<file path="config.mk">
export PLATFORM = sky130hd
export DESIGN_NAME = bfws_feature_lane
export DESIGN_NICKNAME = d
export VERILOG_FILES = /design/src/hdl/bfws_pkg.sv /design/src/hdl/bfws_feature_lane.sv
export SDC_FILE = /design/constraint.sdc
export NUM_CORES = 2
export LEC_CHECK = 0
export ABC_AREA = 1
export BUFFER_PORTS_ARGS = -buffer_cell sky130_fd_sc_hd__buf_2
export CELL_PAD_IN_SITES_DETAIL_PLACEMENT = 2
export CELL_PAD_IN_SITES_GLOBAL_PLACEMENT = 2
export CORE_MARGIN = 10
export CORE_UTILIZATION = 42
export CTS_CLUSTER_DIAMETER = 80
export DETAILED_ROUTE_END_ITERATION = 12
export PLACE_DENSITY = 0.77
export SLEW_MARGIN = 20
export SYNTH_ARGS = -nofsm -noshare
export SYNTH_HDL_FRONTEND = slang
export SYNTH_SLANG_ARGS = --single-unit
export TNS_END_PERCENT = 100
</file>
<file path="constraint.sdc">
create_clock -name i_clk -period 10.25 [get_ports i_clk]
set_input_delay 2.05 -clock i_clk [delete_from_list [all_inputs] [get_ports i_clk]]
set_output_delay 2.05 -clock i_clk [all_outputs]
set_load 0.02 [all_outputs]
</file>
<file path="src/hdl/bfws_pkg.sv">
// Package for the binned feature weight scorer.
// Holds the operation codes, the table write command type and fixed widths.
// No dependencies.
`timescale 1ns / 1ps

package bfws_pkg;

    localparam int DATA_W   = 64;
    localparam int SLOT_W   = 7;
    localparam int BIN_W    = 4;
    localparam int FEAT_MAX = 8;
    localparam int NARROW_W = 32;

    localparam logic [DATA_W-1:0] SCORE_MAX = {1'b0, {(DATA_W-1){1'b1}}};

    typedef enum logic [1:0] {
        OP_SCORE  = 2'd0,
        OP_EDGE   = 2'd1,
        OP_WEIGHT = 2'd2
    } t_op;

    typedef struct packed {
        logic              edge_we;
        logic              weight_we;
        logic [BIN_W-1:0]  bin;
        logic [DATA_W-1:0] data;
    } t_tbl_wr;

endpackage

</file>
<file path="src/hdl/bfws_feature_lane.sv">
// One feature lane: edge and weight rows of one feature, bin search and weight pick.
// Depends on bfws_pkg.
`timescale 1ns / 1ps

module bfws_feature_lane
    import bfws_pkg::*;
#(
    parameter int BIN_LIMIT = 10
) (
    input  logic              i_clk,
    input  logic              i_rst_n,
    input  t_tbl_wr           i_wr,
    input  logic [DATA_W-1:0] i_value,
    input  logic [BIN_W-1:0]  i_nbins,
    output logic [DATA_W-1:0] o_weight
);

    logic [DATA_W-1:0] r_edge   [BIN_LIMIT-1];
    logic [DATA_W-1:0] r_weight [BIN_LIMIT];

    logic [BIN_W-1:0]  bin;
    logic [DATA_W-1:0] picked;
    logic              found;
    logic              count_ok;

    always_ff @(posedge i_clk) begin
        if (!i_rst_n) begin
            for (int k = 0; k < BIN_LIMIT - 1; k++) begin
                r_edge[k] <= '0;
            end
            for (int k = 0; k < BIN_LIMIT; k++) begin
                r_weight[k] <= '0;
            end
        end else begin
            for (int k = 0; k < BIN_LIMIT - 1; k++) begin
                if (i_wr.edge_we && i_wr.bin == BIN_W'(k)) begin
                    r_edge[k] <= i_wr.data;
                end
            end
            for (int k = 0; k < BIN_LIMIT; k++) begin
                if (i_wr.weight_we && i_wr.bin == BIN_W'(k)) begin
                    r_weight[k] <= i_wr.data;
                end
            end
        end
    end

    always_comb begin
        bin   = i_nbins - BIN_W'(1);
        found = 1'b0;
        for (int k = 0; k < BIN_LIMIT - 1; k++) begin
            if (!found && BIN_W'(k + 1) < i_nbins && i_value < r_edge[k]) begin
                bin   = BIN_W'(k);
                found = 1'b1;
            end
        end
        if (bin > BIN_W'(BIN_LIMIT - 1)) begin
            bin = BIN_W'(BIN_LIMIT - 1);
        end
        picked = '0;
        for (int k = 0; k < BIN_LIMIT; k++) begin
            if (bin == BIN_W'(k)) begin
                picked = r_weight[k];
            end
        end
        count_ok = (i_nbins != '0) && (i_nbins <= BIN_W'(BIN_LIMIT));
        o_weight = count_ok ? picked : '0;
    end

endmodule

</file>
======== Word level (Yosys, flattened, before mapping) ========
Memory sizes are Yosys's and may differ from the RTL's.
Cells that the tools add are included.
word-level totals
  register bits after elaboration ......... 0
  latch bits .............................. 0
  memory bits (writable) .................. 1216
  ROM bits ................................ 0
  input bits .............................. 140
  output and inout bits ................... 64
  word-level logic and storage cells ...... 214
  memories ................................ 2
operators by class
  add/sub/neg operators ................... 1
  multipliers ............................. 0
  div/mod/pow operators ................... 0
  $lt $le $gt $ge ......................... 20
  equality and inequality tests ........... 18
  shifts and indexed selects .............. 0
  mux-type cells .......................... 106
  bitwise operators ....................... 19
  reduce and logical (&&, ||, !) cells .... 48
memory list
  name      words  width  read ports  clocked after Yosys merged registers in  wr ports  RTL line                 source
  r_weight  10     64     10          0                                        10        bfws_feature_lane.sv:19  logic [DATA_W-1:0] r_weight [BIN_LIMIT];
  r_edge    9      64     9           0                                        9         bfws_feature_lane.sv:18  logic [DATA_W-1:0] r_edge [BIN_LIMIT-1];
operator list
  cell                   count
  $mux W64               30
  $lt A64 B64 Y1         9
  $mux W1                66
  $mux W4                10
  $logic_and A1 B1 Y1    37
  $eq A4 B3 Y1 const B   8
  $or A1 B1 Y1           19
  $eq A4 B2 Y1 const B   4
  $eq A4 B4 Y1 const B   4
  $lt A3 B4 Y1 const A   4
  $eq A4 B1 Y1 const B   2
  $logic_not A1 Y1       8
  $logic_not A4 Y1       2
  $lt A2 B4 Y1 const A   2
  $lt A4 B4 Y1 const A   2
  $gt A4 B4 Y1 const B   1
  $le A4 B4 Y1 const B   1
  $lt A1 B4 Y1 const A   1
  $reduce_bool A4 Y1     1
  $sub A4 B1 Y4 const B  1

======== Longest topological paths before layout ========
  depth in word-level cells ............... 49
  gate-level depth with buffers ........... 35
  depth with buffers taken out ............ 33

======== Worst setup path before layout ========
OpenSTA, ideal clock, no wires.
  path type ............................... input-to-reg
  start ................................... in i_wr[66] in the netlist's numbering
  end ..................................... mem r_edge[5][0] (netlist: r_edge[0][320]) (enable)
  library setup time ...................... 0.581 ns
  data arrival time ....................... 7.177 ns
  data required time ...................... 9.669 ns
  path slack .............................. 2.492 ns
  stages on the path ...................... 4
  buffers on the path ..................... 0
  cell sequence ........................... inv_1 nor2_1 inv_1 o31ai_1
RTL lines
  what                RTL line                 source
  start: declaration  bfws_feature_lane.sv:12  input t_tbl_wr i_wr,
  end: declaration    bfws_feature_lane.sv:18

======== Worst setup path after layout ========
  start ................................... in i_value[59]
  end ..................................... out o_weight[26]
on the way
  cells in the longest elaborated chain, start to end .. 49
  elaborated cells between the ends (all ways) .. 74
  classes of those cells .................. order compare: 10; eq/ne: 9; mux: 29; reduce/logical: 26
ends and longest elaborated chain
  what                               RTL line                 source
  start: declaration                 bfws_feature_lane.sv:13  input logic [DATA_W-1:0] i_value,
  $lt A64 B64 Y1                     bfws_feature_lane.sv:52  if (!found && BIN_W'(k + 1) < i_nbins && i_value < r_edge[k]) begin
  $logic_and A1 B1 Y1                bfws_feature_lane.sv:52
  $mux W1                            bfws_feature_lane.sv:52
  $logic_not A1 Y1                   bfws_feature_lane.sv:52
  $logic_and A1 B1 Y1 (2 in series)  bfws_feature_lane.sv:52
  $mux W1                            bfws_feature_lane.sv:52
  $logic_not A1 Y1                   bfws_feature_lane.sv:52
  $logic_and A1 B1 Y1 (2 in series)  bfws_feature_lane.sv:52
  (+22 left out)                     -
  $logic_and A1 B1 Y1 (2 in series)  bfws_feature_lane.sv:52
  $mux W4 *                          bfws_feature_lane.sv:52
  $gt A4 B4 Y1                       bfws_feature_lane.sv:57  if (bin > BIN_W'(BIN_LIMIT - 1)) begin
  $mux W4 *                          bfws_feature_lane.sv:57
  $logic_not A4 Y1                   bfws_feature_lane.sv:62  if (bin == BIN_W'(k)) begin
  $mux W64 (9 in series)             bfws_feature_lane.sv:62
  $mux W64 *                         bfws_feature_lane.sv:62
  $mux W64 *                         bfws_feature_lane.sv:67  o_weight = count_ok ? picked : '0;
  end: declaration                   bfws_feature_lane.sv:15  output logic [DATA_W-1:0] o_weight
Every way passes the cells marked *; elsewhere a longest branch is shown, timed or not.

==> impl_metrics.env <==
export IMPL_fp_dieArea_um2=158900
export IMPL_crit_fanout=28
export IMPL_yosys_warnings=0
export IMPL_avgSynthCellArea_um2=10.73
export IMPL_wl_per_cell_um=27.89
export IMPL_synthTopCellsByCount="1216 x edfxtp_1, 960 x nor2_1, 786 x inv_1"
export IMPL_status="completed"
export IMPL_final_max_slew_viol_count=0
export IMPL_hold_viol_final=0
export IMPL_endpoint_kind="primary output"
export IMPL_cts_resized=0
export IMPL_worst_ep_required_time_ns=8.20
export IMPL_die_w_um=398.6
export IMPL_p_per_area_nw_per_um2=194.8
export IMPL_netlist_area_um2=60210
export IMPL_whs_ns=1.767
export IMPL_maxUsedRoutingLayer="met5"
export IMPL_grtUsageTotal=0.2706
export IMPL_ys_seq_elements=1216
export IMPL_cts_tree="built"
export IMPL_crit_arrival_ns=7.58
export IMPL_synth_distinct_cells=60
export IMPL_synth_area_leaders="edfxtp_1 61%, ha_1 12%, nor2_1 6.0%"
export IMPL_port_buffers=203
export IMPL_clock_sinks=1216
export IMPL_dr_pass1_iters=5
export IMPL_dp_final_hpwl_mm=141.8
export IMPL_setup_violations=0
export IMPL_worstMarginPinSlew_ns=1.205
export IMPL_maxCapViolCount=0
export IMPL_vias_per_cell=5.667
export IMPL_fmax_mhz=103.8
export IMPL_drc=0
export IMPL_nets=6512
export IMPL_async_reset_ff_frac=0
export IMPL_ctsHoldBuffers=0
export IMPL_leakage_uw=0.02907
export IMPL_root_buffer="clkbuf_16"
export IMPL_grt_pass1_vias=50200
export IMPL_place_gp_congestion=0.8368
export IMPL_grt_pass1_wl_mm=321.8
export IMPL_p_sw_frac=0.2934
export IMPL_min_from="i_wr[49]"
export IMPL_synth_seq_area_share=0.6064
export IMPL_p_int_uw=9362
export IMPL_routed_wl_mm=217.7
export IMPL_numCtsBuffers=142
export IMPL_core_area_um2=141900
export IMPL_power_share_sequential=0.447
export IMPL_synth_ff_type="edfxtp_1"
export IMPL_synth_edf_count=1216
export IMPL_cp_start_kind="input port"
export IMPL_p_clk_frac=0.381
export IMPL_synth_most_common_cell="edfxtp_1"
export IMPL_pin_count=204
export IMPL_finalCriticalPeriod_ns=9.632
export IMPL_criticalPathCategory="input port to primary output"
export IMPL_vias=44240
export IMPL_htreeDepth=4
export IMPL_met1Wirelength_mm=89.71
export IMPL_antenna_left=0
export IMPL_comb_power_share=0.171
export IMPL_tns_ns=0
export IMPL_yosysTopAreaCell="edfxtp_1"
export IMPL_wl_met3_mm=12.57
export IMPL_antenna_found_initial=19
export IMPL_vdd_ir_drop_worst_uv=146.5
export IMPL_synthCells=5610
export IMPL_grt_max_degree=124
export IMPL_core_rowCount=138
export IMPL_hold_path_end="r_weight[9][49]"
export IMPL_rsz0062_at_grt="no"
export IMPL_postCtsSetupBuffers=0
export IMPL_hold_class="input port to register"
export IMPL_dieHeight_um=398.6
export IMPL_min_path_cells=3
export IMPL_syn_to_final_growth_pct=12.96
export IMPL_drive_above_1_share=0.09345
export IMPL_start_util=0.4242
export IMPL_route_met2_wl_mm=108.0
export IMPL_p_sw_uw=3888
export IMPL_synth_nets=6320
export IMPL_fin_crit_sh=0.9397
export IMPL_clock_path_buffers=3
export IMPL_drtIter0Drc=3592
export IMPL_overflow=0
export IMPL_timing_slew_headroom=0.1968
export IMPL_yosysTopAreaCellShare=0.6064
export IMPL_path_clk_slew_ns=0.06
layout make-up:
class	count	area (um^2)
Sequential cell	1216	36520
Timing Repair Buffer	274	1624
Antenna cell	9	22.52
Clock buffer	174	3801
Tap cell	1890	2365
Clock inverter	75	663.1
Multi-Input combinational cell	3370	20030
Fill cell	14520	73910
Inverter	798	2998
power groups by stage:
stage	logic [uW]	registers, uW	clock network, uW
global route	2490	5950	5310
detailed placement	2230	6030	0
CTS	2280	5930	5110
finish	2270	5930	5050
floorplan	1280	6000	0
global placement	2100	5990	0
logic make-up (layout without fill, tap and decap cells):
kind of cell,after synthesis,in the layout,synth area share
AND/OR/NAND/NOR,2195,2195,0.1537
flip-flops,1216,1216,0.6064
AO/OA/AOI/OAI,604,604,0.05546
XOR/XNOR,1,1,0.0001455
other,0,9,0
adder cells (fa/ha/maj),570,570,0.1184
buffers and inverters,1024,1321,0.06579
stage by stage:
stage / total power, uW / util / area, um^2 / instances / setup WS [ns]
2_1_floorplan: 7283 / - / 60210 / 5610 / 2.492
3_3_place_gp: 8097 / 0.4475 / 63520 / 7548 / 0.8511
3_5_place_dp: 8260 / 0.4476 / 63520 / 7548 / 0.7122
4_1_cts: 13320 / 0.4790 / 67990 / 7797 / 0.6314
5_1_grt: 13750 / 0.4792 / 68010 / 7802 / 0.4154
6_report: 13250 / 0.4792 / 68020 / 7806 / 0.6179
critical path, stage by stage:
cell and delay, ns:
buf_2 0.18, ha_1 0.35, nand2_1 0.09, nor2_1 0.25, nand4_1 0.20, nor3_1 0.43
nand3_1 0.25, a21oi_1 0.41, o21ai_2 0.15, a21oi_4 0.23, o211ai_4 0.14, nor2_8 0.17
o21ai_2 0.09, nand2_1 0.15, nand2_4 0.17, inv_2 0.15, nand2_1 0.08, inv_2 0.62
buf_4 0.46, nand2_1 0.13, nand2_1 0.13, inv_1 0.05, nand4_1 0.16, nand2_1 0.10
a21oi_1 0.16, buf_2 0.19
state kept, by name (all words and copies together), names as in the netlist:
name / cells
r_edge: 576
r_weight: 640
how the worst max path moves through the flow:
stage,end,startpoint,cells past startpoint
global placement,o_weight[63],i_value[61],24
CTS,o_weight[26],i_value[11],23
finish,o_weight[26],i_value[59],26
global route,o_weight[26],i_value[11],23
floorplan,r_edge[0][320],i_wr[66],4
detailed placement,o_weight[24],i_value[61],24
per-layer routing:
metal  GRT usage  vias up
met5           0        -
met4     0.09433        8
met3     0.04331      420
met2      0.4743     1345
met1      0.3371    22980
li1            -    19490
layout by cell type (no fill, tap or decap), types with 10 or more instances in the layout:
cell type,synthesis,routed
o221ai_1,15,15
buf_2,40,203
a21oi_1,358,357
inv_1,786,785
nor3_1,35,35
inv_2,11,11
nand4_1,161,161
o21a_1,17,17
bufinv_16,0,12
o211ai_1,16,16
nand3_1,192,186
edfxtp_1,1216,1216
or2_2,17,17
nand2_4,4,14
clkinv_2,0,14
nand2_1,785,774
a211oi_1,13,13
clkbuf_1,174,26
o21ai_0,110,102
buf_4,4,65
clkinv_1,1,41
nor4_1,10,10
o21ai_1,33,33
nor2_1,960,955
ha_1,570,570
clkbuf_16,0,148
No activity file was read; power rests on OpenSTA's default activity.
